--- config.mk ---
export PLATFORM = sky130hd
export DESIGN_NAME = tg_back
export DESIGN_NICKNAME = d
export VERILOG_FILES = /design/src/tg_pkg.sv /design/src/tg_back.sv
export SDC_FILE = /design/constraint.sdc
export NUM_CORES = 1
export LEC_CHECK = 0
export BUFFER_PORTS_ARGS = -buffer_cell sky130_fd_sc_hd__buf_4
export CAP_MARGIN = 15
export CORE_AREA = 2 2 158 160
export DETAILED_ROUTE_END_ITERATION = 8
export DIE_AREA = 0 0 160 162
export GPL_ROUTABILITY_DRIVEN = 0
export PLACE_DENSITY = 0.51
export SETUP_SLACK_MARGIN = 0.05
export SYNTH_ARGS = -nofsm -noshare
export SYNTH_HDL_FRONTEND = slang
export SYNTH_SLANG_ARGS = --single-unit
--- constraint.sdc ---
create_clock -name clk -period 2.64 [get_ports clk]
set_input_delay 0.528 -clock clk [delete_from_list [all_inputs] [get_ports clk]]
set_output_delay 0.528 -clock clk [all_outputs]
set_load 0.03 [all_outputs]
--- src/tg_pkg.sv ---
// Shared widths, constants and types of the triangle tangent pipeline.
package tg_pkg;
  localparam int EW  = 17;          // edge and UV delta width
  localparam int PW  = 2 * EW;      // product width
  localparam int NW  = PW + 1;      // numerator and determinant width
  localparam int SH  = 20;          // numerator pre-scale shift
  localparam int XW  = NW + SH;     // dividend width
  localparam int QW  = 32;          // quotient bits kept
  localparam int CW  = NW + QW;     // compare width in the divider
  localparam int LANES = 3;
  localparam int OVF_SH = QW - SH;  // |N|<<SH >= |D|<<QW  <=>  |N| >= |D|<<OVF_SH

  typedef struct packed {
    logic              valid;
    logic              mesh_end;
    logic              degen;
    logic [LANES-1:0]  neg;
    logic [LANES-1:0]  ovf;
  } side_t;

  typedef struct packed {
    side_t                       side;
    logic [NW-1:0]               dm;
    logic [LANES-1:0][XW-1:0]    rem;
    logic [LANES-1:0][QW-1:0]    q;
  } div_t;
endpackage

--- src/tg_back.sv ---
// Sign restore, clamp to Q12.20, degenerate forcing and output register.
module tg_back (
  input  logic                clk,
  input  logic                rst_n,
  input  tg_pkg::div_t        d_in,
  output logic                out_valid,
  output logic signed [31:0]  out_tangent_x,
  output logic signed [31:0]  out_tangent_y,
  output logic signed [31:0]  out_tangent_z,
  output logic                out_degenerate,
  output logic                out_saturated,
  output logic                out_mesh_end_out
);
  import tg_pkg::*;

  localparam logic [QW-1:0] QMAX = {1'b0, {(QW-1){1'b1}}};
  localparam logic [QW-1:0] QMIN = {1'b1, {(QW-1){1'b0}}};

  logic                         valid_r;
  logic [LANES-1:0][QW-1:0]     t_r, t_nxt;
  logic                         degen_r, sat_r, sat_nxt, mend_r;

  always_comb begin
    sat_nxt = 1'b0;
    for (int k = 0; k < LANES; k++) begin
      if (d_in.side.degen) begin
        t_nxt[k] = '0;
      end else if (d_in.side.ovf[k]) begin
        t_nxt[k] = d_in.side.neg[k] ? QMIN : QMAX;
        sat_nxt  = 1'b1;
      end else if (d_in.side.neg[k]) begin
        if (d_in.q[k] > QMIN) begin
          t_nxt[k] = QMIN;
          sat_nxt  = 1'b1;
        end else begin
          t_nxt[k] = -d_in.q[k];
        end
      end else if (d_in.q[k][QW-1]) begin
        t_nxt[k] = QMAX;
        sat_nxt  = 1'b1;
      end else begin
        t_nxt[k] = d_in.q[k];
      end
    end
  end

  always_ff @(posedge clk) begin
    if (!rst_n) begin
      valid_r <= 1'b0;
    end else begin
      valid_r <= d_in.side.valid;
    end
  end

  always_ff @(posedge clk) begin
    t_r     <= t_nxt;
    degen_r <= d_in.side.degen;
    sat_r   <= sat_nxt;
    mend_r  <= d_in.side.mesh_end;
  end

  assign out_valid        = valid_r;
  assign out_tangent_x    = $signed(t_r[0]);
  assign out_tangent_y    = $signed(t_r[1]);
  assign out_tangent_z    = $signed(t_r[2]);
  assign out_degenerate   = degen_r;
  assign out_saturated    = sat_r;
  assign out_mesh_end_out = mend_r;
endmodule

==> flow_summary_export.csv, run 1 <==
group,metric,value,unit
yosys,synth_nets,1105,
floorplanning,die_h,162,microns
route,vias,6549,
timing,worst_slack,0.2770,ns
place,dp_slack,-0.09183,ns
clocking,cts_hold_buffers,0,
global_routing,grt-ovfl-total,0,
floorplanning,start_util,24.72,%
global_routing,grt_use_total,16.82,%
yosys,ys_warn_count,0,
floorplanning,ios,407,
setup_path,worst-path-buf-inv,2,
global_routing,grt_pass1_wl,34960,microns
route,route.met3.wl,2114,microns
clocking,cts_tree,"built",
cells_and_area,areaGrowthSynthToFinish,44.73,%
setup_path,path_class,"in -> reg",
yosys,synth_fa_ha_area_share,0.6300,%
clocking,clockBufferDepth,2,
route,met1_length,11000,microns
route,drc_errors,0,
yosys,synth_area_per_cell,7.495,sq um
timing,finalSetupTns,0,ns
timing,max_slew.worst_pin.slew,0.6936,ns
yosys,ys_seq_area_share,33.60,%
cells_and_area,utilization,35.77,%
floorplanning,rows,57,
route,post_drt_wl_per_cell,16.33,microns
cells_and_area,fillerInstances,2596,
power,p_leak,0.003659,uW
yosys,ys_ff_latch,100,
cells_and_area,multi_input_area,3680,sq um
clocking,clk_pin_slew,0.08,ns
power,powerDensity,482.7,nW/um^2
timing,rsz0062_at_grt,"no",
timing,fin_crit_sh,89.51,%
timing,whs,0.2810,ns
setup_path,end_kind,"register",
setup_path,arrival,2.61,ns
clocking,htree_levels,3,
place,port_buffers,206,
cells_and_area,final_cell_mix,"buf_4 (281), nor2_1 (211), dfxtp_1 (100)",
route,ant_nets,0,
clocking,post_cts_buffers,0,
yosys,synthCells,795,
yosys,async_flop_share,0,%
yosys,synth_cell_type_count,59,
clocking,cts-buffers-inserted,9,
yosys,synth-main-ff-cell,"dfxtp_1",
timing,finalCriticalPeriod,2.363,ns
route,avgViaCountPerCell,4.815,
route,firstDrtPassIters,5,
yosys,synthMuxAreaShare,4.704,%
timing,finalHoldViolations,0,
clocking,cts-root-buf,"clkbuf_16",
yosys,synth_compound_area_share,19.24,%
setup_path,crit_chain,"buf_4, or4_1, or4_1, buf_4, nor2_2, and4b_1, a21oi_1, o211a_1",
floorplanning,die_area,25920,sq um
setup_path,max_stage_delay,0.53,ns
clocking,cts_resized,0,
timing,slew_viol_final,0,
yosys,synth_edf_count,0,
clocking,cts.sinks,100,
cells_and_area,diodes,0,
floorplanning,die_width,160,microns
status,status,"completed",
yosys,syn-cell-area,5958,sq um
cells_and_area,drive_above_1_share,30.98,%
global_routing,first_global_vias,6272,
power,finalPower,4162,uW
cells_and_area,regArea,2002,sq um
setup_path,critPathMaxFanout,7,
yosys,synthXorXnorAreaFrac,3.675,%
global_routing,antenna_found_initial,0,
floorplanning,core,24110,sq um
power,peakVddDrop,0.2670,mV
setup_path,crit_family,"simple AND/OR/NAND/NOR gates",
global_routing,grt_max_degree,39,
run,cap_violations,0,
setup_path,slowest_stage,"or4_1",
place,hpwl,16520,microns
route,routed_wl,22210,microns
cells_and_area,mostFrequentLayoutCell,"buf_4",
timing,setup_viol,0,
cells_and_area,num-nets-final,1343,
timing,timing.fmax,423.2,MHz
yosys,synth_top_family_by_area,"simple AND/OR/NAND/NOR gates",
yosys,synth-simple-area-share,33.41,%
setup_path,start_kind,"input pin",
setup_path,required,2.89,ns
route,highest_layer,"met4",
route,wl_met2,8991,microns
timing,slew_headroom,53.76,%
min_path,hold_path.class,"in -> reg",
route,drt_iter0_markers,403,
==> state kept, by name, indices dropped and copies added, names as in the netlist <==
| name | count |
|---|---|
| out_saturated | 1 |
| out_valid | 1 |
| out_degenerate | 1 |
| out_tangent_z | 32 |
| out_mesh_end_out | 1 |
| out_tangent_x | 32 |
| out_tangent_y | 32 |
==> routing by layer <==
metal	track usage, %	up-vias
met5	0	-
met3	6.410	10
met1	24.04	2954
met2	24.48	248
met4	2.334	0
li1	-	3337
==> path summary, 6_finish.rpt <==
| path | endpoint | from | depth (start not counted) |
|---|---|---|---|
| worst max-delay path | out_tangent_x[31] | d_in[10] | 8 |
| worst min-delay path | out_mesh_end_out | d_in[303] | 1 |
==> per-stage QoR <==
step	std cells	instance area (sq um)
global placement	1346	8309
floorplan	795	5958
global route	1360	8623
finish	1360	8623
CTS	1360	8623
detailed placement	1346	8309
==> cells in the mapped netlist, types with 12 or more instances <==
master	count	area, sq um
mux2i_1	28	280.3
o21ai_0	18	90.09
dfxtp_1	100	2002
nor4_1	16	100.1
a211oi_1	18	135.1
or4_1	17	127.6
xor2_1	12	105.1
inv_1	12	45.04
nor3_1	51	255.2
nand2_1	26	97.59
xnor2_1	13	113.9
a31oi_1	16	100.1
o22a_1	43	376.6
nand3_1	15	75.07
nor2_1	211	792.0
a21oi_1	44	220.2
clkbuf_1	48	180.2
==> power breakdown <==
| part | switching (uW) | total (uW) | internal (uW) |
|---|---|---|---|
| logic | 634 | 1070 | 434 |
| registers | 33.3 | 1640 | 1610 |
| clock network | 605 | 1450 | 847 |
==> cell families after synthesis <==
kind of cell	after synthesis
and+or+nand+nor	403
buffers and inverters	71
xor gates and xnor gates	25
AOI/OAI and AO/OA	165
muxes	28
adders and majority gates	3
DFF	100
==> area by class of cell <==
cell class                 instances  area share (%)
timing repair buffer             284           25.16
clock buffer                      10           2.771
sequential                       100           23.22
inverter                          14          0.6094
clock inverter                     4          0.8706
tap                              324           4.701
multi-input combinational        624           42.67
Power figures use the tool's default switching activity.
==> run 2: changes to the inputs <==
--- a/config.mk
+++ b/config.mk
@@ -7,11 +7,12 @@
 export LEC_CHECK = 0
 export BUFFER_PORTS_ARGS = -buffer_cell sky130_fd_sc_hd__buf_4
 export CAP_MARGIN = 15
-export CORE_AREA = 2 2 158 160
+export CORE_AREA = 3 3 157 159
+export CTS_BUF_LIST = sky130_fd_sc_hd__clkbuf_4 sky130_fd_sc_hd__clkbuf_8
 export DETAILED_ROUTE_END_ITERATION = 8
 export DIE_AREA = 0 0 160 162
 export GPL_ROUTABILITY_DRIVEN = 0
-export PLACE_DENSITY = 0.51
+export PLACE_DENSITY = 0.52
 export SETUP_SLACK_MARGIN = 0.05
 export SYNTH_ARGS = -nofsm -noshare
 export SYNTH_HDL_FRONTEND = slang
==> flow_summary_export.csv, run 2 (synthesis results as in run 1) <==
group,metric,value,unit
status,status,"completed",
global_routing,grt_pass1_wl,34870,microns
route,post_drt_wl_per_cell,16.17,microns
floorplanning,die_area,25920,sq um
timing,finalHoldViolations,0,
clocking,htree_levels,3,
clocking,cts_resized,0,
timing,rsz0062_at_grt,"no",
cells_and_area,diodes,0,
setup_path,arrival,2.64,ns
clocking,cts.sinks,100,
timing,finalCriticalPeriod,2.355,ns
floorplanning,rows,56,
cells_and_area,final_cell_mix,"buf_4 (283), nor2_1 (211), dfxtp_1 (100)",
route,drt_iter0_markers,405,
setup_path,critPathMaxFanout,5,
timing,fin_crit_sh,89.22,%
clocking,post_cts_buffers,0,
global_routing,grt-ovfl-total,0,
setup_path,crit_top_cell,"buf_4",
cells_and_area,mostFrequentLayoutCell,"buf_4",
cells_and_area,areaGrowthSynthToFinish,42.25,%
setup_path,path_class,"in -> reg",
setup_path,slowest_stage,"or4_4",
timing,setup_viol,0,
route,routed_wl,21950,microns
route,ant_nets,0,
setup_path,start_kind,"input pin",
floorplanning,die_width,160,microns
route,firstDrtPassIters,4,
clocking,clk_pin_slew,0.10,ns
setup_path,worst-path-buf-inv,4,
place,hpwl,16630,microns
route,vias,6636,
floorplanning,die_h,162,microns
cells_and_area,drive_above_1_share,31.12,%
setup_path,crit_family,"simple AND/OR/NAND/NOR gates",
place,port_buffers,206,
cells_and_area,num-nets-final,1343,
setup_path,required,2.92,ns
route,avgViaCountPerCell,4.890,
floorplanning,core,23400,sq um
cells_and_area,regArea,2002,sq um
power,peakVddDrop,0.2209,mV
global_routing,antenna_found_initial,0,
power,powerDensity,437.1,nW/um^2
cells_and_area,multi_input_area,3680,sq um
setup_path,crit_chain,"buf_4, or4_4, nor4_1, buf_4, nand2b_1, buf_4, o21ai_0, buf_4, nand2_1, a211oi_1",
timing,timing.fmax,424.6,MHz
cells_and_area,final_area,8476,sq um
timing,slew_viol_final,0,
timing,whs,0.2588,ns
cells_and_area,fillerInstances,2557,
setup_path,max_stage_delay,0.53,ns
min_path,hold_path.class,"in -> reg",
route,drc_errors,0,
run,cap_violations,0,
timing,finalSetupTns,0,ns
clocking,clockBufferDepth,2,
clocking,cts-buffers-inserted,9,
global_routing,grt_max_degree,41,
clocking,cts_tree,"built",
global_routing,grt_use_total,16.45,%
clocking,cts_hold_buffers,0,
floorplanning,ios,407,
floorplanning,start_util,25.46,%
timing,max_slew.worst_pin.slew,0.6910,ns
global_routing,first_global_vias,6396,
setup_path,end_kind,"register",
timing,slew_headroom,53.93,%
clocking,cts-root-buf,"clkbuf_8",
place,place_area,8278,sq um
power,p_leak,0.003597,uW
-- run 2: metal layers --
layer | vias to the layer above | wire length [microns] | GRT usage [%]
met5 | - | 0 | 0
met3 | 13 | 1860 | 4.795
met2 | 225 | 9491 | 25.35
met1 | 3068 | 10360 | 22.73
li1 | 3330 | - | -
met4 | 0 | 238 | 3.905
-- run 2: power breakdown --
group | internal, uW | total, uW | switching, uW | leakage [uW]
clock | 425 | 1010 | 583 | 0.0000948
combinational | 429 | 1060 | 628 | 0.00267
sequential | 1610 | 1640 | 31.9 | 0.000833
total | 2460 | 3700 | 1240 | 0.00360
-- run 2: layout make-up --
type | count | area share [%]
Multi-Input combinational cell | 624 | 43.42
Timing Repair Buffer | 284 | 25.30
Sequential cell | 100 | 23.62
Tap cell | 319 | 4.709
Clock buffer | 12 | 1.949
Inverter | 14 | 0.6200
Clock inverter | 4 | 0.3838
-- run 2: per-stage QoR --
stage | total power, uW | std cells | worst slack, ns | utilization (%)
after floorplan | 2218 | 795 | 0.1479 | -
after global placement | 2728 | 1341 | -0.1129 | 35.37
after detailed placement | 2733 | 1341 | -0.1092 | 35.37
after CTS | 3755 | 1357 | 0.3010 | 36.22
after global routing | 3899 | 1357 | 0.1247 | 36.22
final | 3705 | 1357 | 0.2846 | 36.22
-- run 2: final timing paths --
kind / depth (start not counted) / end / slack [ns] / from
worst max-delay path: 10 / out_tangent_z[1] / 0.28 / d_in[88]
worst min-delay path: 1 / out_mesh_end_out / 0.26 / d_in[303]
