==> src/tg_pkg.sv <==
// Shared widths, constants and types of the triangle tangent pipeline.
package tg_pkg;
  localparam int EW  = 17;          // edge and UV delta width
  localparam int PW  = 2 * EW;      // product width
  localparam int NW  = PW + 1;      // numerator and determinant width
  localparam int SH  = 20;          // numerator pre-scale shift
  localparam int XW  = NW + SH;     // dividend width
  localparam int QW  = 32;          // quotient bits kept
  localparam int CW  = NW + QW;     // compare width in the divider
  localparam int LANES = 3;
  localparam int OVF_SH = QW - SH;  // |N|<<SH >= |D|<<QW  <=>  |N| >= |D|<<OVF_SH

  typedef struct packed {
    logic              valid;
    logic              mesh_end;
    logic              degen;
    logic [LANES-1:0]  neg;
    logic [LANES-1:0]  ovf;
  } side_t;

  typedef struct packed {
    side_t                       side;
    logic [NW-1:0]               dm;
    logic [LANES-1:0][XW-1:0]    rem;
    logic [LANES-1:0][QW-1:0]    q;
  } div_t;
endpackage

==> src/tg_div_stage.sv <==
// One restoring division step for all three lanes, producing quotient bit BIT.
module tg_div_stage #(
  parameter int BIT = 0
) (
  input  logic          clk,
  input  logic          rst_n,
  input  tg_pkg::div_t  d_in,
  output tg_pkg::div_t  d_out
);
  import tg_pkg::*;

  div_t st_r, st_nxt;

  always_comb begin
    logic [CW-1:0] shd;
    logic [CW-1:0] rx;
    st_nxt = d_in;
    shd = CW'(d_in.dm) << BIT;
    for (int k = 0; k < LANES; k++) begin
      rx = CW'(d_in.rem[k]);
      if (rx >= shd) begin
        st_nxt.rem[k]  = d_in.rem[k] - shd[XW-1:0];
        st_nxt.q[k][BIT] = 1'b1;
      end
    end
  end

  always_ff @(posedge clk) begin
    if (!rst_n) begin
      st_r.side.valid <= 1'b0;
    end else begin
      st_r.side.valid <= st_nxt.side.valid;
    end
  end

  always_ff @(posedge clk) begin
    st_r.side.mesh_end <= st_nxt.side.mesh_end;
    st_r.side.degen    <= st_nxt.side.degen;
    st_r.side.neg      <= st_nxt.side.neg;
    st_r.side.ovf      <= st_nxt.side.ovf;
    st_r.dm            <= st_nxt.dm;
    st_r.rem           <= st_nxt.rem;
    st_r.q             <= st_nxt.q;
  end

  assign d_out = st_r;
endmodule

==> config.mk <==
export PLATFORM = sky130hd
export DESIGN_NAME = tg_div_stage
export DESIGN_NICKNAME = d
export VERILOG_FILES = /design/src/tg_pkg.sv /design/src/tg_div_stage.sv
export SDC_FILE = /design/constraint.sdc
export NUM_CORES = 1
export LEC_CHECK = 0
export BUFFER_PORTS_ARGS = -buffer_cell sky130_fd_sc_hd__buf_2
export CAP_MARGIN = 20
export CORE_AREA = 2 2 235 237
export CTS_CLUSTER_SIZE = 12
export DETAILED_ROUTE_END_ITERATION = 16
export DIE_AREA = 0 0 237 239
export GPL_ROUTABILITY_DRIVEN = 0
export HOLD_SLACK_MARGIN = 0.03
export SYNTH_ARGS = -nofsm -noshare
export SYNTH_HDL_FRONTEND = slang
export SYNTH_SLANG_ARGS = --single-unit
export TNS_END_PERCENT = 50
==> constraint.sdc <==
create_clock -name clk -period 3.5 [get_ports clk]
set_input_delay 0.35 -clock clk [delete_from_list [all_inputs] [get_ports clk]]
set_output_delay 0.35 -clock clk [all_outputs]
set_load 0.02 [all_outputs]
==> results of run 1 <==
## stage by stage
stage / util / hold slack, ns / total power (W) / setup slack [ns]
2_1_floorplan: - / 0.378 / 0.00572 / 0.473
3_3_place_gp: 0.357 / 0.452 / 0.00701 / 0.0338
3_5_place_dp: 0.357 / 0.454 / 0.00702 / 0.00522
4_1_cts: 0.418 / 0.0305 / 0.0110 / 0.0356
5_1_grt: 0.421 / 0.0496 / 0.0114 / 0.00534
6_report: 0.421 / 0.0640 / 0.0109 / 0.113
## power groups by stage
| stage | sequential [W] | combinational [W] | clock (W) |
|---|---|---|---|
| CTS | 0.00401 | 0.00316 | 0.00381 |
| floorplan | 0.00458 | 0.00114 | 0 |
| detailed placement | 0.00408 | 0.00294 | 0 |
| finish | 0.00401 | 0.00319 | 0.00371 |
| global placement | 0.00408 | 0.00293 | 0 |
| global route | 0.00404 | 0.00342 | 0.00392 |
## logic make-up after synthesis
| kind of cell | synth area share |
|---|---|
| and+or+nand+nor | 0.169 |
| AOI/OAI and AO/OA | 0.191 |
| DFF | 0.412 |
| xor gates and xnor gates | 0.0886 |
| buffers and inverters | 0.0402 |
| adders and majority gates | 0.0927 |
| muxes | 0.00684 |
## cell type report
| cell class | count | share of cell area |
|---|---|---|
| inverter | 77 | 0.0128 |
| sequential | 305 | 0.267 |
| clock buffer | 53 | 0.0448 |
| tap | 704 | 0.0385 |
| timing repair buffer | 943 | 0.270 |
| multi-input combinational | 1237 | 0.361 |
| antenna | 3 | 0.000328 |
| clock inverter | 10 | 0.00531 |
## routing by layer
layer | share of wire | up-vias
li1 | - | 7824
met1 | 0.40 | 7611
met2 | 0.48 | 725
met3 | 0.072 | 141
met4 | 0.051 | 4
met5 | 0.00036 | -
## worst max-delay path, stage by stage
cell           delay, ns
dlygate4sd3_1       0.52
buf_2               0.12
inv_1               0.13
buf_4               0.17
ha_1                0.39
and3_1              0.21
nand4_1             0.11
a211o_1             0.35
a31oi_4             0.26
a21oi_2             0.12
buf_4               0.16
o21ai_4             0.16
o211ai_1            0.16
or4_1               0.46
xnor2_1             0.14
## Yosys cell counts, types with 7 or more instances
| cell type | count |
|---|---|
| buf_2 | 7 |
| a21oi_1 | 164 |
| a211oi_1 | 9 |
| nor2_1 | 126 |
| mux2_2 | 8 |
| a31oi_1 | 16 |
| o21ai_0 | 100 |
| o21bai_1 | 19 |
| xor2_1 | 58 |
| or4_1 | 11 |
| xnor2_1 | 92 |
| nand4_1 | 45 |
| nand2b_1 | 13 |
| or3_1 | 8 |
| o21a_1 | 11 |
| o31ai_1 | 8 |
| o211ai_1 | 12 |
| and2_1 | 9 |
| ha_1 | 105 |
| clkbuf_1 | 62 |
| nand2_1 | 153 |
| nor4_1 | 17 |
| and3_1 | 13 |
| nor3_1 | 34 |
| a21o_1 | 55 |
| dfxtp_1 | 305 |
| nor2b_1 | 9 |
| inv_1 | 77 |
| nand3_1 | 41 |
## how the worst min path moves through the flow
stage                         start    endpoint  slack (ns)  depth (start not counted)
final                     d_in[153]  d_out[153]        0.06                          3
after global routing      d_in[147]  d_out[147]        0.05                          2
after CTS                 d_in[147]  d_out[147]        0.03                          2
after detailed placement   d_in[90]   d_out[90]        0.45                          1
after global placement     d_in[37]   d_out[37]        0.45                          1
after floorplan            d_in[10]   d_out[10]        0.38                          0
## cell usage in the layout, fill, tap and decap left out, types with 41 or more instances in the layout
cell,instances
nand2_1,153
nor2_1,126
buf_2,610
xor2_1,58
dlygate4sd3_1,217
dfxtp_1,305
inv_1,76
nand4_1,45
nand3_1,41
a21oi_1,163
o21ai_0,98
ha_1,105
buf_4,107
a21o_1,55
xnor2_1,92
## what timing repair did
item                                   CTS  global route
setup buffers                            0             1
endpoints found under the hold margin  216             0
hold buffers                           217             0
setup endpoints to repair                0            88
resized for setup                        0            27
==> flow_metrics.env, run 1 <==
export IMPL_status="finished, final reports clean"
export IMPL_dp_cells=3048
export IMPL_p_switching_w=0.00362
export IMPL_drv_cap=0
export IMPL_vias=16300
export IMPL_synth_top_area_cell="dfxtp_1"
export IMPL_fp_coreArea_sq_um=54300
export IMPL_grt_use_met3=0.0529
export IMPL_io_pins=612
export IMPL_hpwlAfterDp_mm=53.8
export IMPL_power_frac_clock=0.340
export IMPL_endpoint_kind="register"
export IMPL_post_drt_wl_per_cell_um=20.2
export IMPL_peakVddDrop_mv=0.279
export IMPL_cts_buffers=36
export IMPL_max_freq_mhz=295
export IMPL_grt_busiest_layer="met2"
export IMPL_largest_reg_flops=305
export IMPL_p_comb_frac=0.292
export IMPL_grt_usage=0.223
export IMPL_max_slew_worst_pin_slew_ns=0.689
export IMPL_slew_headroom=0.536
export IMPL_drt_wl_total_mm=67.4
export IMPL_overflow=0
export IMPL_start_kind="primary input"
export IMPL_yosysTopAreaCellShare=0.412
export IMPL_dieArea_sq_um=56600
export IMPL_synthCells=1692
export IMPL_yosys_register_bits=305
export IMPL_via_per_inst=4.89
export IMPL_synth_cell_types=77
export IMPL_synth_edff_count=0
export IMPL_total_leakage_power_nw=10.6
export IMPL_critPathArrivalTime_ns=3.81
export IMPL_stdcell_count=3332
export IMPL_crit_type="in -> reg"
export IMPL_hold_viol=0
export IMPL_synth_nets=2107
export IMPL_grt_pass1_vias=16200
export IMPL_report_final_slew_viol_count=0
export IMPL_p_per_area_nw_per_um2=477
export IMPL_rsz0062_at_grt="no"
export IMPL_dieHeight_um=239
export IMPL_worstPathMaxFanout=7
export IMPL_cts_sinks=305
export IMPL_cp_startpoint="d_in[271]"
export IMPL_port_buffers=611
export IMPL_endpoint="d_out[148]"
export IMPL_synth_area_top_cells="dfxtp_1 (41%), ha_1 (8.9%), a21oi_1 (5.5%)"
export IMPL_setup_viol=0
export IMPL_cts_max_level=2
export IMPL_path_clk_slew_ns=0.06
export IMPL_rows=86
export IMPL_yosysWarnings=0
export IMPL_grt_max_degree=36
export IMPL_fillers=5275
export IMPL_worstPathRequired_ns=3.93
export IMPL_fin_crit_ns=3.39
export IMPL_seqPwrFrac=0.368
export IMPL_seq_area_frac_synth=0.412
export IMPL_internal_power_w=0.00728
export IMPL_die_x_um=237
export IMPL_area_growth_pct=54.2
export IMPL_synthesis_area_sq_um=14800
export IMPL_swShare=0.332
export IMPL_postPlaceCellArea_sq_um=19400
export IMPL_drc=0
export IMPL_min_path_type="in -> reg"
export IMPL_synth_avg_cell_area_sq_um=8.76
export IMPL_fin_crit_sh=0.968
export IMPL_design_area_sq_um=22900
export IMPL_nets=3015
export IMPL_drt_iter0_drc=925
export IMPL_synthArstFlopShare=0
export IMPL_antenna_left=0
export IMPL_dr_pass1_iters=5
export IMPL_cts_tree="yes"
export IMPL_layout_drive_gt1_share=0.316
export IMPL_multi_input_area_sq_um=8250
export IMPL_initial_utilization=0.273
export IMPL_clock_path_buffers=3
export IMPL_ys_flop_type="dfxtp_1"
export IMPL_regArea_sq_um=6110
export IMPL_finalSetupTns_ns=0
export IMPL_grtUsageMet1=0.260
export IMPL_root_buffer="clkbuf_16"
export IMPL_grt_met2_usage=0.383
export IMPL_antenna_found_initial=9
export IMPL_grt_pass1_wl_mm=96.0
(Power assumes the default switching activity.)
==> inputs of run 2 (changes only) <==
--- a/config.mk
+++ b/config.mk
@@ -8,11 +8,14 @@
 export BUFFER_PORTS_ARGS = -buffer_cell sky130_fd_sc_hd__buf_2
 export CAP_MARGIN = 20
 export CORE_AREA = 2 2 235 237
+export CTS_BUF_LIST = sky130_fd_sc_hd__clkbuf_2
 export CTS_CLUSTER_SIZE = 12
 export DETAILED_ROUTE_END_ITERATION = 16
 export DIE_AREA = 0 0 237 239
 export GPL_ROUTABILITY_DRIVEN = 0
 export HOLD_SLACK_MARGIN = 0.03
+export REMOVE_ABC_BUFFERS = 1
+export SLEW_MARGIN = 20
 export SYNTH_ARGS = -nofsm -noshare
 export SYNTH_HDL_FRONTEND = slang
 export SYNTH_SLANG_ARGS = --single-unit
==> run 2 against run 1 <==
Net effect: the flow now stops in 4_1_cts; synthesized area did not move; synthesized cell count unchanged.
==> flow_metrics.env, run 2 <==
export IMPL_status="did not finish"
export IMPL_lastStage="4_1_cts"
export IMPL_tool_error="[ERROR RSZ-0060] Max buffer count reached."
export IMPL_synthCells=1692
export IMPL_initial_utilization=0.273
export IMPL_cts_sinks=305
export IMPL_cts_max_level=3
export IMPL_clock_path_buffers=3
export IMPL_yosys_register_bits=305
export IMPL_hpwlAfterDp_mm=53.5
export IMPL_cts_buffers=86
export IMPL_io_pins=612
export IMPL_synth_edff_count=0
export IMPL_synthesis_area_sq_um=14800
export IMPL_ys_flop_type="dfxtp_1"
export IMPL_yosysWarnings=0
export IMPL_synthArstFlopShare=0
export IMPL_synth_top_area_cell="dfxtp_1"
export IMPL_cts_resized=0
export IMPL_synth_avg_cell_area_sq_um=8.76
export IMPL_synthTopCellsByCount="dfxtp_1 (305), a21oi_1 (164), nand2_1 (153), nor2_1 (126), ha_1 (105)"
export IMPL_postCtsHoldBufs=641
export IMPL_yosysTopAreaCellShare=0.412
export IMPL_root_buffer="clkbuf_2"
export IMPL_rows=86
export IMPL_seq_area_frac_synth=0.412
export IMPL_synth_area_top_cells="dfxtp_1 (41%), ha_1 (8.9%), a21oi_1 (5.5%)"
export IMPL_dieHeight_um=239
export IMPL_cts_setup_buffers=0
export IMPL_synth_most_common_cell="dfxtp_1"
export IMPL_port_buffers=611
export IMPL_synth_cell_types=77
export IMPL_die_x_um=237
export IMPL_place_ws_ns=-0.0376
run 2: cell counts after synthesis:
No cell type changed its count.
run 2: stage by stage:
step / TNS [ns] / instances / hold slack, ns / util / cell area (sq um)
after detailed placement: -0.0376 / 3039 / 0.454 / 0.356 / 19300
after floorplan: -69.62 / 1619 / 0.378 / - / 14500
after global placement: 0 / 3039 / 0.453 / 0.356 / 19300
run 2: logic make-up after synthesis:
kind of cell               after synthesis  synth area share
and+or+nand+nor                        513             0.169
DFF                                    305             0.412
xor gates and xnor gates               150            0.0886
muxes                                    9           0.00684
buffers and inverters                  150            0.0402
adders and majority gates              108            0.0927
AOI/OAI and AO/OA                      457             0.191
==> inputs of run 3 (changes only) <==
--- a/config.mk
+++ b/config.mk
@@ -7,13 +7,11 @@
 export LEC_CHECK = 0
 export BUFFER_PORTS_ARGS = -buffer_cell sky130_fd_sc_hd__buf_2
 export CAP_MARGIN = 20
-export CORE_AREA = 2 2 235 237
-export CTS_BUF_LIST = sky130_fd_sc_hd__clkbuf_2
-export CTS_CLUSTER_SIZE = 12
+export CORE_AREA = 2 2 276 278
 export DETAILED_ROUTE_END_ITERATION = 16
-export DIE_AREA = 0 0 237 239
+export DIE_AREA = 0 0 278 280
 export GPL_ROUTABILITY_DRIVEN = 0
-export HOLD_SLACK_MARGIN = 0.03
+export PLACE_DENSITY_LB_ADDON = 0.15
 export REMOVE_ABC_BUFFERS = 1
 export SLEW_MARGIN = 20
 export SYNTH_ARGS = -nofsm -noshare
==> run 3 against run 2 <==
Net effect: the run now ends clean.
==> flow_metrics.env, run 3 (synthesis results as in run 1) <==
export IMPL_grt_busiest_layer="met2"
export IMPL_cp_slowest_stage_delay_ns=0.57
export IMPL_critPathArrivalTime_ns=3.81
export IMPL_max_slew_worst_pin_slew_ns=0.657
export IMPL_area_growth_pct=59.2
export IMPL_worstPathRequired_ns=3.93
export IMPL_nets=3062
export IMPL_root_buffer="clkbuf_16"
export IMPL_vias=15900
export IMPL_total_leakage_power_nw=11.0
export IMPL_via_per_inst=4.36
export IMPL_cts_setup_buffers=0
export IMPL_hold_viol=0
export IMPL_cts_sinks=305
export IMPL_dr_pass1_iters=7
export IMPL_fin_crit_ns=3.38
export IMPL_grt_met2_usage=0.321
export IMPL_grt_max_degree=52
export IMPL_fillers=7940
export IMPL_cts_buffers=40
export IMPL_min_to="d_out[180]"
export IMPL_layout_common_cells="buf_2 (611), dfxtp_1 (305), dlygate4sd3_1 (186)"
export IMPL_drt_wl_total_mm=71.1
export IMPL_drv_cap=0
export IMPL_final_util=0.314
export IMPL_grt_use_met3=0.0485
export IMPL_crit_type="in -> reg"
export IMPL_fin_crit_sh=0.966
export IMPL_clock_path_buffers=3
export IMPL_power_total_w=0.0113
export IMPL_slew_headroom=0.558
export IMPL_dieHeight_um=280
export IMPL_rows=101
export IMPL_largest_reg_flops=305
export IMPL_cts_tree="yes"
export IMPL_setup_viol=0
export IMPL_multi_input_area_sq_um=8250
export IMPL_holdCritStartpoint="d_in[180]"
export IMPL_status="finished, final reports clean"
export IMPL_peakVddDrop_mv=0.285
export IMPL_grt_usage=0.176
export IMPL_cp_cell_sequence="dlygate4sd3_1 > buf_2 > inv_1 > ha_1 > a21oi_1 > o2111ai_1 > or4_1 > a31o_1 > a21oi_2 > o21a_1 > buf_4 > o21ai_0"
export IMPL_grt_pass1_wl_mm=103
export IMPL_dieArea_sq_um=77800
export IMPL_crit_slowest_cell="or4_1"
export IMPL_grtUsageMet1=0.199
export IMPL_antenna_found_initial=19
export IMPL_regArea_sq_um=6110
export IMPL_io_pins=612
export IMPL_endpoint_kind="register"
export IMPL_port_buffers=611
export IMPL_final_common_cell="buf_2"
export IMPL_drc=0
export IMPL_hold_depth=3
export IMPL_post_drt_wl_per_cell_um=19.4
export IMPL_antenna_left=0
export IMPL_min_path_type="in -> reg"
export IMPL_grt_pass1_vias=16700
export IMPL_path_clk_slew_ns=0.06
export IMPL_fp_coreArea_sq_um=75200
export IMPL_initial_utilization=0.197
export IMPL_hpwlAfterDp_mm=59.8
export IMPL_die_x_um=278
export IMPL_cts_max_level=2
export IMPL_max_freq_mhz=296
export IMPL_drt_iter0_drc=660
export IMPL_start_kind="primary input"
export IMPL_rsz0062_at_grt="yes"
export IMPL_worstPathMaxFanout=19
export IMPL_layout_drive_gt1_share=0.342
export IMPL_report_final_slew_viol_count=0
export IMPL_p_per_area_nw_per_um2=480
export IMPL_overflow=0
==> run 3: worst max-delay path by stage <==
stage	to	cells past startpoint	from	slack (ns)
after global placement	d_out[122]	15	d_in[261]	-0.18
after global routing	d_out[142]	15	d_in[272]	-0.03
after CTS	d_out[138]	16	d_in[265]	0.02
after floorplan	d_out[247]	11	d_in[273]	-1.71
final	d_out[106]	12	d_in[293]	0.12
after detailed placement	d_out[122]	15	d_in[261]	-0.18
==> run 3: critical path: cells and delay by family <==
family / cells / cell delay, ns
and+or+nand+nor: 1 / 0.57
AOI/OAI and AO/OA: 6 / 1.36
buffers and inverters: 4 / 1.20
adders and majority gates: 1 / 0.31
==> run 3: power breakdown <==
part / total [W] / switching [W] / internal [W] / leakage, nW
Combinational: 0.00324 / 0.00192 / 0.00132 / 7.76
Clock: 0.00410 / 0.00167 / 0.00243 / 0.633
Sequential: 0.00400 / 0.000117 / 0.00388 / 2.57
Total: 0.0113 / 0.00370 / 0.00764 / 11.0
==> run 3: stage by stage <==
stage | worst slack (ns) | instances | hold WS [ns] | setup TNS (ns) | cell area (sq um)
final | 0.118 | 3657 | 0.0223 | 0 | 23600
after global routing | -0.0252 | 3656 | 0.0136 | -0.0917 | 23600
after CTS | 0.0185 | 3654 | 0.00151 | 0 | 23500
after detailed placement | -0.180 | 3397 | 0.454 | -0.441 | 20300
after global placement | -0.178 | 3397 | 0.452 | -0.389 | 20300
after floorplan | -1.71 | 1619 | 0.378 | -69.62 | 14500
==> run 3: cell type report <==
type / count / share of cell area
multi-input cells: 1237 / 0.349
repair buffers: 986 / 0.272
flip-flops and latches: 305 / 0.259
well taps: 978 / 0.0518
clock buffers: 56 / 0.0483
inverters: 77 / 0.0122
clock inverters: 15 / 0.00689
diodes: 3 / 0.000318
==> run 3: layer usage <==
layer / up-vias / wire length, um
met5: - / 113
met4: 18 / 1940
met3: 101 / 4760
met2: 485 / 35600
met1: 7402 / 28700
li1: 7939 / -
==> run 3: timing repair <==
item                                    CTS  global route
hold buffers                            186             0
hold endpoints to repair                185             0
endpoints found under the setup margin    0            53
resized for setup                         0            21
==> inputs of run 4 (changes only) <==
==> constraint.sdc (replaced) <==
create_clock -name clk -period 3.5 [get_ports clk]
set_input_delay 0.175 -clock clk [delete_from_list [all_inputs] [get_ports clk]]
set_output_delay 0.175 -clock clk [all_outputs]
set_load 0.02 [all_outputs]
==> run 4 against run 3 <==
Net effect: non-clock buffer count increased by 55; via count increased by 1.6%; power increased by 1.2%; combinational power about the same; largest cell class unchanged; setup slack improved by 0.075 ns; first-iteration DRC count decreased by 9.5%; critical path depth increased by 3; sequential power about the same; die area unchanged.
==> flow_metrics.env, run 4 (synthesis results as in run 1) <==
export IMPL_status="finished, final reports clean"
export IMPL_worstPathRequired_ns=3.95
export IMPL_hold_viol=0
export IMPL_min_path_type="in -> reg"
export IMPL_initial_utilization=0.197
export IMPL_cts_max_level=2
export IMPL_max_freq_mhz=302
export IMPL_drt_iter0_drc=597
export IMPL_slew_headroom=0.500
export IMPL_start_kind="primary input"
export IMPL_clock_path_buffers=3
export IMPL_peakVddDrop_mv=0.257
export IMPL_dieArea_sq_um=77800
export IMPL_layout_drive_gt1_share=0.309
export IMPL_grt_max_degree=31
export IMPL_antenna_diode_count=0
export IMPL_fin_crit_ns=3.31
export IMPL_root_buffer="clkbuf_16"
export IMPL_final_util=0.322
export IMPL_finalSetupTns_ns=0
export IMPL_dieHeight_um=280
export IMPL_cts_sinks=305
export IMPL_antenna_found_initial=6
export IMPL_hpwlAfterDp_mm=58.8
export IMPL_power_total_w=0.0115
export IMPL_stdcell_count=3709
export IMPL_design_area_sq_um=24200
export IMPL_path_clk_slew_ns=0.06
export IMPL_postPlaceCellArea_sq_um=19800
export IMPL_setup_viol=0
export IMPL_fp_coreArea_sq_um=75200
export IMPL_total_leakage_power_nw=11.1
export IMPL_dr_pass1_iters=5
export IMPL_post_drt_wl_per_cell_um=19.2
export IMPL_crit_type="in -> reg"
export IMPL_worstPathMaxFanout=4
export IMPL_grt_usage=0.176
export IMPL_fin_crit_sh=0.945
export IMPL_layout_common_cells="buf_2 (611), dlygate4sd3_1 (306), dfxtp_1 (305)"
export IMPL_p_per_area_nw_per_um2=473
export IMPL_largest_reg_flops=305
export IMPL_max_slew_worst_pin_slew_ns=0.743
export IMPL_drv_cap=0
export IMPL_overflow=0
export IMPL_cts_buffers=40
export IMPL_port_buffers=611
export IMPL_nets=3117
export IMPL_via_per_inst=4.37
export IMPL_drc=0
export IMPL_dp_cells=3332
export IMPL_report_final_slew_viol_count=0
export IMPL_endpoint_kind="register"
export IMPL_rows=101
export IMPL_final_common_cell="buf_2"
export IMPL_grt_pass1_vias=17100
export IMPL_grt_pass1_wl_mm=104
export IMPL_area_growth_pct=63.5
export IMPL_io_pins=612
export IMPL_antenna_left=0
export IMPL_die_x_um=278
export IMPL_cts_tree="yes"
export IMPL_drt_wl_total_mm=71.2
export IMPL_vias=16200
export IMPL_critPathArrivalTime_ns=3.75
==> run 4: changes by cell type in the layout (fill, tap and decap cells not counted), sizes merged <==
| cell | change |
|---|---|
| bufinv | +1 |
| inv | -1 |
| dlygate4sd3 | +120 |
| clkinvlp | +4 |
| diode | -3 |
| clkbuf | -4 |
| buf | -65 |
==> run 4: final timing paths <==
path / endpoint / cells past startpoint / slack (ns) / startpoint
max: d_out[230] / 15 / 0.19 / d_in[261]
min: d_out[24] / 2 / 0.25 / d_in[24]
==> run 4: repair_timing <==
| item | CTS | global route |
|---|---|---|
| resized for setup | 0 | 11 |
| hold buffers | 306 | 0 |
| endpoints found under the setup margin | 0 | 44 |
| buffers inserted | 0 | 0 |
| endpoints found under the hold margin | 305 | 0 |
==> run 4: cell type report <==
| cell class | count | area [sq um] |
|---|---|---|
| multi-input cells | 1237 | 8190 |
| flip-flops and latches | 305 | 6110 |
| well taps | 978 | 1220 |
| clock buffers | 52 | 1140 |
| repair buffers | 1041 | 7080 |
| clock inverters | 19 | 214 |
| inverters | 77 | 289 |
| fillers | 7907 | 51000 |
==> run 4: per-stage QoR <==
stage / hold slack [ns] / worst slack, ns
2_1_floorplan: 0.203 / -1.54
3_3_place_gp: 0.277 / -0.0769
3_5_place_dp: 0.279 / 0.0110
4_1_cts: 0.213 / 0.0664
5_1_grt: 0.223 / -0.00940
6_report: 0.249 / 0.193
==> run 4: worst max-delay path, cell delays in order <==
cell and delay, ns:
dlygate4sd3_1 0.52, buf_2 0.17, ha_1 0.18, inv_1 0.05, fa_1 0.40, a21o_1 0.23
a21oi_1 0.23, o221ai_1 0.22, a221oi_1 0.31, buf_4 0.18, o21ai_0 0.26, a21oi_1 0.27
o21ai_0 0.13, xnor2_1 0.15, mux2_2 0.27
==> run 4: power breakdown <==
part / total (W) / switching, W / internal, W
sequential: 0.00399 / 0.000112 / 0.00388
combinational: 0.00325 / 0.00192 / 0.00133
clock: 0.00422 / 0.00170 / 0.00252
total: 0.0115 / 0.00374 / 0.00773
==> run 4: layer usage <==
metal,global-route usage,vias up,share of wire
met4,0.0471,10,0.026
met3,0.0427,102,0.057
met5,0,-,0.0011
met2,0.324,471,0.50
met1,0.203,7590,0.42
li1,-,8025,-
